==> src/design/fmpa_pkg.sv <==
package fmpa_pkg;

  localparam int SAMPLE_BITS_DEF     = 16;
  localparam int PHASE_BITS_DEF      = 32;
  localparam int TABLE_ADDR_BITS_DEF = 10;
  localparam int OUT_BITS_DEF        = 16;

  localparam int SENS_BITS    = 32;
  localparam int INC_SHIFT    = 15;
  localparam int TAYLOR_TERMS = 10;

  localparam logic [63:0] HALF_PI_Q30 = 64'd1686629713;
  localparam logic [63:0] Q30_HALF    = 64'd1 << 29;

  // (2n)(2n+1) for the odd Taylor terms of sine
  localparam logic [63:0] TAYLOR_DIV [TAYLOR_TERMS] =
    '{64'd6, 64'd20, 64'd42, 64'd72, 64'd110, 64'd156, 64'd210, 64'd272, 64'd342, 64'd420};

  typedef enum logic [1:0] {
    QUAD_RISE     = 2'd0,
    QUAD_FALL     = 2'd1,
    QUAD_NEG_RISE = 2'd2,
    QUAD_NEG_FALL = 2'd3
  } quad_t;

  // Rounded, scaled sine of k * (pi/2) / 2^(addr_bits-2); evaluated at elaboration.
  function automatic logic [63:0] quarter_sine(input int unsigned k,
                                               input int unsigned addr_bits,
                                               input int unsigned out_bits);
    logic [63:0]        kk;
    logic [63:0]        quarter;
    logic [63:0]        x;
    logic [63:0]        term;
    logic [63:0]        amp;
    logic [63:0]        prod;
    logic signed [63:0] sum;
    quarter = 64'd1 << (addr_bits - 2);
    kk      = 64'(k);
    if (kk > quarter) kk = quarter;
    x    = (kk * HALF_PI_Q30) >> (addr_bits - 2);
    term = x;
    sum  = $signed(x);
    for (int n = 1; n <= TAYLOR_TERMS; n++) begin
      term = (term * x) >> 30;
      term = (term * x) >> 30;
      term = term / TAYLOR_DIV[n-1];
      if ((n & 1) != 0) sum = sum - $signed(term);
      else              sum = sum + $signed(term);
    end
    if (sum < 0) sum = 64'sd0;
    amp  = (64'd1 << (out_bits - 1)) - 64'd1;
    prod = $unsigned(sum) * amp + Q30_HALF;
    sum  = $signed(prod >> 30);
    if (sum > $signed(amp)) sum = $signed(amp);
    return $unsigned(sum);
  endfunction

endpackage

==> src/design/fm_modulator_phase_accumulator.sv <==
// Channel   Direction  Handshake          Payload
// input     in         in_valid/in_stall  in_sample_in (signed sample)
// result    out        out_valid/out_stall out_i_out, out_q_out (cos, sin)
// config    in         cfg_wr_en          cfg_wr_data (sensitivity)
//
// One sample per clock sustained while out_stall is low; a transfer passes prod_r, phase_r, then the result register.
// Stages: sample x sensitivity multiply, phase accumulate, sine/cosine table.
// A stalled result holds its stage; stall ripples back to in_stall in the same cycle.
// Synchronous reset clears the stage valids, the phase and the sensitivity.
module fm_modulator_phase_accumulator #(
  parameter int SAMPLE_BITS     = fmpa_pkg::SAMPLE_BITS_DEF,
  parameter int PHASE_BITS      = fmpa_pkg::PHASE_BITS_DEF,
  parameter int TABLE_ADDR_BITS = fmpa_pkg::TABLE_ADDR_BITS_DEF,
  parameter int OUT_BITS        = fmpa_pkg::OUT_BITS_DEF
) (
  input  logic                                clk,
  input  logic                                rst_n,
  input  logic                                cfg_wr_en,
  input  logic signed [fmpa_pkg::SENS_BITS-1:0] cfg_wr_data,
  input  logic                                in_valid,
  output logic                                in_stall,
  input  logic signed [SAMPLE_BITS-1:0]       in_sample_in,
  output logic                                out_valid,
  input  logic                                out_stall,
  output logic signed [OUT_BITS-1:0]          out_i_out,
  output logic signed [OUT_BITS-1:0]          out_q_out
);
  import fmpa_pkg::*;

  localparam int PROD_BITS = SAMPLE_BITS + SENS_BITS;

  logic signed [SENS_BITS-1:0]  sens_r;
  logic signed [PROD_BITS-1:0]  prod_r;
  logic [PHASE_BITS-1:0]        phase_r, phase_nxt;
  logic signed [OUT_BITS-1:0]   out_i_r, out_q_r;
  logic                         v1_r, v1_nxt;
  logic                         v2_r, v2_nxt;
  logic                         v3_r, v3_nxt;
  logic                         ready1, ready2, ready3;
  logic                         ld1, ld2, ld3;
  logic signed [PROD_BITS-1:0]  prod_shr;
  logic [PHASE_BITS-1:0]        inc;
  logic signed [OUT_BITS-1:0]   sin_val, cos_val;

  always_comb begin
    ready3 = !v3_r || !out_stall;
    ready2 = !v2_r || ready3;
    ready1 = !v1_r || ready2;
    ld1    = in_valid && ready1;
    ld2    = v1_r && ready2;
    ld3    = v2_r && ready3;
    v1_nxt = ready1 ? in_valid : v1_r;
    v2_nxt = ready2 ? v1_r : v2_r;
    v3_nxt = ready3 ? v2_r : v3_r;
  end

  // floor shift, then sign-extend or wrap to the phase width
  always_comb begin
    prod_shr  = prod_r >>> INC_SHIFT;
    inc       = PHASE_BITS'(prod_shr);
    phase_nxt = phase_r + inc;
  end

  always_ff @(posedge clk) begin
    if (!rst_n) begin
      sens_r  <= '0;
      phase_r <= '0;
      v1_r    <= 1'b0;
      v2_r    <= 1'b0;
      v3_r    <= 1'b0;
    end else begin
      if (cfg_wr_en) sens_r <= cfg_wr_data;
      if (ld2) phase_r <= phase_nxt;
      v1_r <= v1_nxt;
      v2_r <= v2_nxt;
      v3_r <= v3_nxt;
    end
  end

  always_ff @(posedge clk) begin
    if (ld1) prod_r <= PROD_BITS'(in_sample_in) * PROD_BITS'(sens_r);
    if (ld3) begin
      out_i_r <= cos_val;
      out_q_r <= sin_val;
    end
  end

  fmpa_sincos_rom #(
    .TABLE_ADDR_BITS (TABLE_ADDR_BITS),
    .OUT_BITS        (OUT_BITS)
  ) u_rom (
    .addr    (phase_r[PHASE_BITS-1 -: TABLE_ADDR_BITS]),
    .sin_val (sin_val),
    .cos_val (cos_val)
  );

  assign in_stall  = !ready1;
  assign out_valid = v3_r;
  assign out_i_out = out_i_r;
  assign out_q_out = out_q_r;

endmodule

==> src/design/fmpa_sincos_rom.sv <==
module fmpa_sincos_rom #(
  parameter int TABLE_ADDR_BITS = fmpa_pkg::TABLE_ADDR_BITS_DEF,
  parameter int OUT_BITS        = fmpa_pkg::OUT_BITS_DEF
) (
  input  logic [TABLE_ADDR_BITS-1:0] addr,
  output logic signed [OUT_BITS-1:0] sin_val,
  output logic signed [OUT_BITS-1:0] cos_val
);
  import fmpa_pkg::*;

  localparam int QUARTER = 1 << (TABLE_ADDR_BITS - 2);
  localparam logic [TABLE_ADDR_BITS-1:0] QTR_ADDR =
    TABLE_ADDR_BITS'(1) << (TABLE_ADDR_BITS - 2);
  localparam logic [OUT_BITS-2:0] PEAK =
    (OUT_BITS-1)'(quarter_sine(QUARTER, TABLE_ADDR_BITS, OUT_BITS));

  // first quarter wave, magnitudes only
  logic [OUT_BITS-2:0] qtab [QUARTER];

  for (genvar k = 0; k < QUARTER; k++) begin : g_qtab
    assign qtab[k] = (OUT_BITS-1)'(quarter_sine(k, TABLE_ADDR_BITS, OUT_BITS));
  end

  logic [TABLE_ADDR_BITS-1:0] lane_addr [2];
  logic signed [OUT_BITS-1:0] lane_val  [2];

  assign lane_addr[0] = addr;
  assign lane_addr[1] = addr + QTR_ADDR;  // cosine leads by a quarter turn

  for (genvar g = 0; g < 2; g++) begin : g_lane
    logic [1:0]                 quad;
    logic [TABLE_ADDR_BITS-3:0] r;
    logic [TABLE_ADDR_BITS-3:0] r_mirror;
    logic [OUT_BITS-2:0]        mag_fwd;
    logic [OUT_BITS-2:0]        mag_rev;
    logic signed [OUT_BITS-1:0] pos;

    always_comb begin
      quad     = lane_addr[g][TABLE_ADDR_BITS-1:TABLE_ADDR_BITS-2];
      r        = lane_addr[g][TABLE_ADDR_BITS-3:0];
      r_mirror = '0 - r;  // QUARTER - r for nonzero r
      mag_fwd  = qtab[r];
      mag_rev  = (r == '0) ? PEAK : qtab[r_mirror];
      case (quad_t'(quad))
        QUAD_RISE:     pos = $signed({1'b0, mag_fwd});
        QUAD_FALL:     pos = $signed({1'b0, mag_rev});
        QUAD_NEG_RISE: pos = -$signed({1'b0, mag_fwd});
        QUAD_NEG_FALL: pos = -$signed({1'b0, mag_rev});
        default:       pos = $signed({1'b0, mag_fwd});
      endcase
      lane_val[g] = pos;
    end
  end

  assign sin_val = lane_val[0];
  assign cos_val = lane_val[1];

endmodule

==> config.mk <==
export PLATFORM = sky130hd
export DESIGN_NAME = fm_modulator_phase_accumulator
export DESIGN_NICKNAME = d
export VERILOG_FILES = /design/src/design/fmpa_pkg.sv /design/src/design/fm_modulator_phase_accumulator.sv /design/src/design/fmpa_sincos_rom.sv
export SDC_FILE = /design/constraint.sdc
export NUM_CORES = 2
export LEC_CHECK = 0
export ABC_AREA = 1
export BUFFER_PORTS_ARGS = -buffer_cell sky130_fd_sc_hd__clkbuf_2
export CORE_MARGIN = 2
export CORE_UTILIZATION = 65
export DETAILED_ROUTE_END_ITERATION = 6
export PLACE_DENSITY_LB_ADDON = 0.2
export SLEW_MARGIN = 20
export SYNTH_ARGS = -nofsm -noshare
export SYNTH_HDL_FRONTEND = slang
export SYNTH_SLANG_ARGS = --single-unit
==> constraint.sdc <==
create_clock -name clk -period 13.2 [get_ports clk]
set_input_delay 0.66 -clock clk [delete_from_list [all_inputs] [get_ports clk]]
set_output_delay 0.66 -clock clk [all_outputs]
set_load 0.05 [all_outputs]
==> impl_metrics.toml <==
[placement]
placed_cell_area_um2 = 33600
gp_congestion = 1.07
port_buffers = 86
pre_cts_slack_ns = 6.02
dp.cells = 5512
dp_hpwl_um = 84400

[detailed_routing]
wirelength_um = 116000
ant_nets = 0
drtIter0Drc = 4466
dr.pass1.iters = 7
avgViaCountPerCell = 6.01
drc_errors = 2
vias = 33300
wl_per_cell_um = 20.9

[setup_path]
critPathCaptureType = "flip-flop"
cp.arrival_ns = 7.20
critPathRequiredTime_ns = 13.39
worstPathMaxFanout = 17
critical_path_class = "reg -> reg"
startpoint_type = "flip-flop"
reg2reg_depth = 20

[timing]
period_share_pct = 53.2
final.setup.tns_ns = 0
worst_slack_ns = 6.18
hold_slack_ns = 0.408
finalSetupViolCount = 0
period_minus_slack_ns = 7.02
worstMarginPinSlew_ns = 1.11
relSlewSlack_pct = 26.0
fin_skew_ns = 0.0345
fmax_ghz = 0.143
final_hold_viol_count = 0
grt_setup_unrepaired = "false"
drv_slew = 0

[cells_and_area]
design_area_um2 = 34200
area_delta_synth_final_pct = 3.33
final_util_pct = 68.2
regArea_um2 = 3260
drive_gt1_share_pct = 4.11
multi_input_area_um2 = 25000
layout_common_cells = "nand2_1, inv_1, fa_1, nor2_1, nand3_1"
finalNetCount = 5584
layout_commonest_cell = "nand2_1"
finalNonFillerCells = 5545
nFillCells = 4381

[logic_synthesis]
yosysTopAreaCellShare_pct = 29.3
synthFlopType = "dfxtp_1"
yosys.area.top_type = "fa_1"
ys_seq_area_share_pct = 9.86
synth.cell_area_um2 = 33100
ys_types = 50
ys_seq_elements = 131
syn_area_per_cell_um2 = 6.66
yosys-top-cells-area = "fa_1, nand2_1, inv_1, ha_1, edfxtp_1"
synthCells = 4968
async_flop_share_pct = 0
synth-edff-count = 64
syn-num-nets = 5693
yosys_warnings = 0

[pwr]
p_clk_share_pct = 6.1
combPwrFrac_pct = 84.0
internal_power_mw = 3.40
p_seq_share_pct = 9.9
total_power_mw = 8.40
powerDensity_nw_per_um2 = 246
total_leakage_power_nw = 19.1
p_sw_mw = 5.00
ir_drop_v = 0.000215
p_sw_share_pct = 59.5

[clocking]
post-cts-setup-buffers = 0
h-tree-depth = 4
clkTransAtPathRegs_ns = 0.09
cts_hold_buffers = 0
cts_tree = "done"
cts-buffers-inserted = 17
cts_resized = 0
cts.path.max_buffers = 2
worstSkewPairLatency_ns = 0.47
cts_sinks = 131
cts-root-buf = "clkbuf_16"

[job]
maxCapViolCount = 0

[run_status]
status = "finished with violations"
violations = "design-rule violations"

[global_routing]
antenna_found_initial = 1
grt.overflow.total = 0
grt_pass1_vias = 33700
grt_use_total_pct = 44.9
grt_pass1_wl_um = 184000
grt_max_degree = 66

[floorplanning]
dieArea_um2 = 52700
die_h_um = 230
rows = 82
ioPinCount = 87
die_width_um = 230
start_util_pct = 66.0
core_area_um2 = 50200

[worst_hold_path]
hold_class = "in -> reg"
hold_path_depth = 3
-- power by group through the flow --
| stage | Clock (mW) | Sequential, mW | Combinational (mW) |
|---|---|---|---|
| finish | 0.509 | 0.833 | 7.06 |
| global route | 0.526 | 0.839 | 7.87 |
| CTS | 0.507 | 0.827 | 6.85 |
| detailed placement | 0 | 0.834 | 6.80 |
| global placement | 0 | 0.833 | 6.71 |
| floorplan | 0 | 0.819 | 5.02 |
-- layer usage --
metal	part of all wire, %	track usage, %	vias up	wire length, um
met2	45	72.6	2492	52400
li1	-	-	14900	-
met3	13	11.3	544	14800
met4	6.5	25.2	4	7580
met5	0.048	0.643	-	56
met1	35	54.9	15400	41100
-- synthesized netlist by cell type, types with 46 or more instances --
cell and n:
nand2_1 1456, inv_1 989, fa_1 484, nor2_1 369, nand3_1 355, o21ai_0 218
a21oi_1 213, ha_1 188, clkbuf_1 175, dfxtp_1 67, edfxtp_1 64, xor2_1 54
nand4_1 46
-- path summary, 6_finish.rpt --
| check | from | end | slack (ns) |
|---|---|---|---|
| max | sens_r[20]$_SDFFE_PN0P_ | prod_r[43]$_DFFE_PP_ | 6.18 |
| min | cfg_wr_data[20] | sens_r[20]$_SDFFE_PN0P_ | 0.41 |
| max reg2reg | sens_r[20]$_SDFFE_PN0P_ | prod_r[43]$_DFFE_PP_ | 6.18 |
| min reg2reg | v1_r$_SDFFE_PN0N_ | v2_r$_SDFFE_PN0P_ | 0.50 |
-- worst max-delay path: stages (launching register included) --
cell     delay [ns]
dfxtp_1        1.01
nand2_1        0.22
fa_1           0.57
fa_1           0.51
fa_1           0.53
inv_1          0.06
fa_1           0.52
fa_1           0.56
inv_1          0.07
fa_1           0.47
inv_1          0.04
ha_1           0.33
nand2_1        0.14
nor4_1         0.35
nand2_1        0.07
o21ai_0        0.59
nand2_1        0.10
nand2_1        0.12
nand3_1        0.13
o21ai_0        0.23
xor2_1         0.09
-- registers in the layout (all words and copies together) (netlist names) --
name       count
phase_r       32
prod_r        32
sens_r        32
out_i_out     16
out_q_out     16
out_valid      1
v1_r           1
v2_r           1
-- cell families (layout without fill, tap and decap cells) --
kind of cell	after synthesis	in the layout	share of synthesized area, %
xor+xnor	75	75	1.98
fa+ha+maj	672	672	36.4
buf+inv	1261	1165	14.7
other cells	0	1	0
compound gates	546	546	9.00
simple gates	2283	2283	28.1
flops	131	131	9.86
-- layout make-up --
class                      count  area share, %
clock buffer                  21           1.38
antenna                        1        0.00732
inverter                    1007           11.1
sequential                   131           9.55
timing repair buffer         126           2.14
multi-input combinational   3576           73.1
clock inverter                11          0.355
tap                          672           2.46
(Power assumes the default switching activity.)
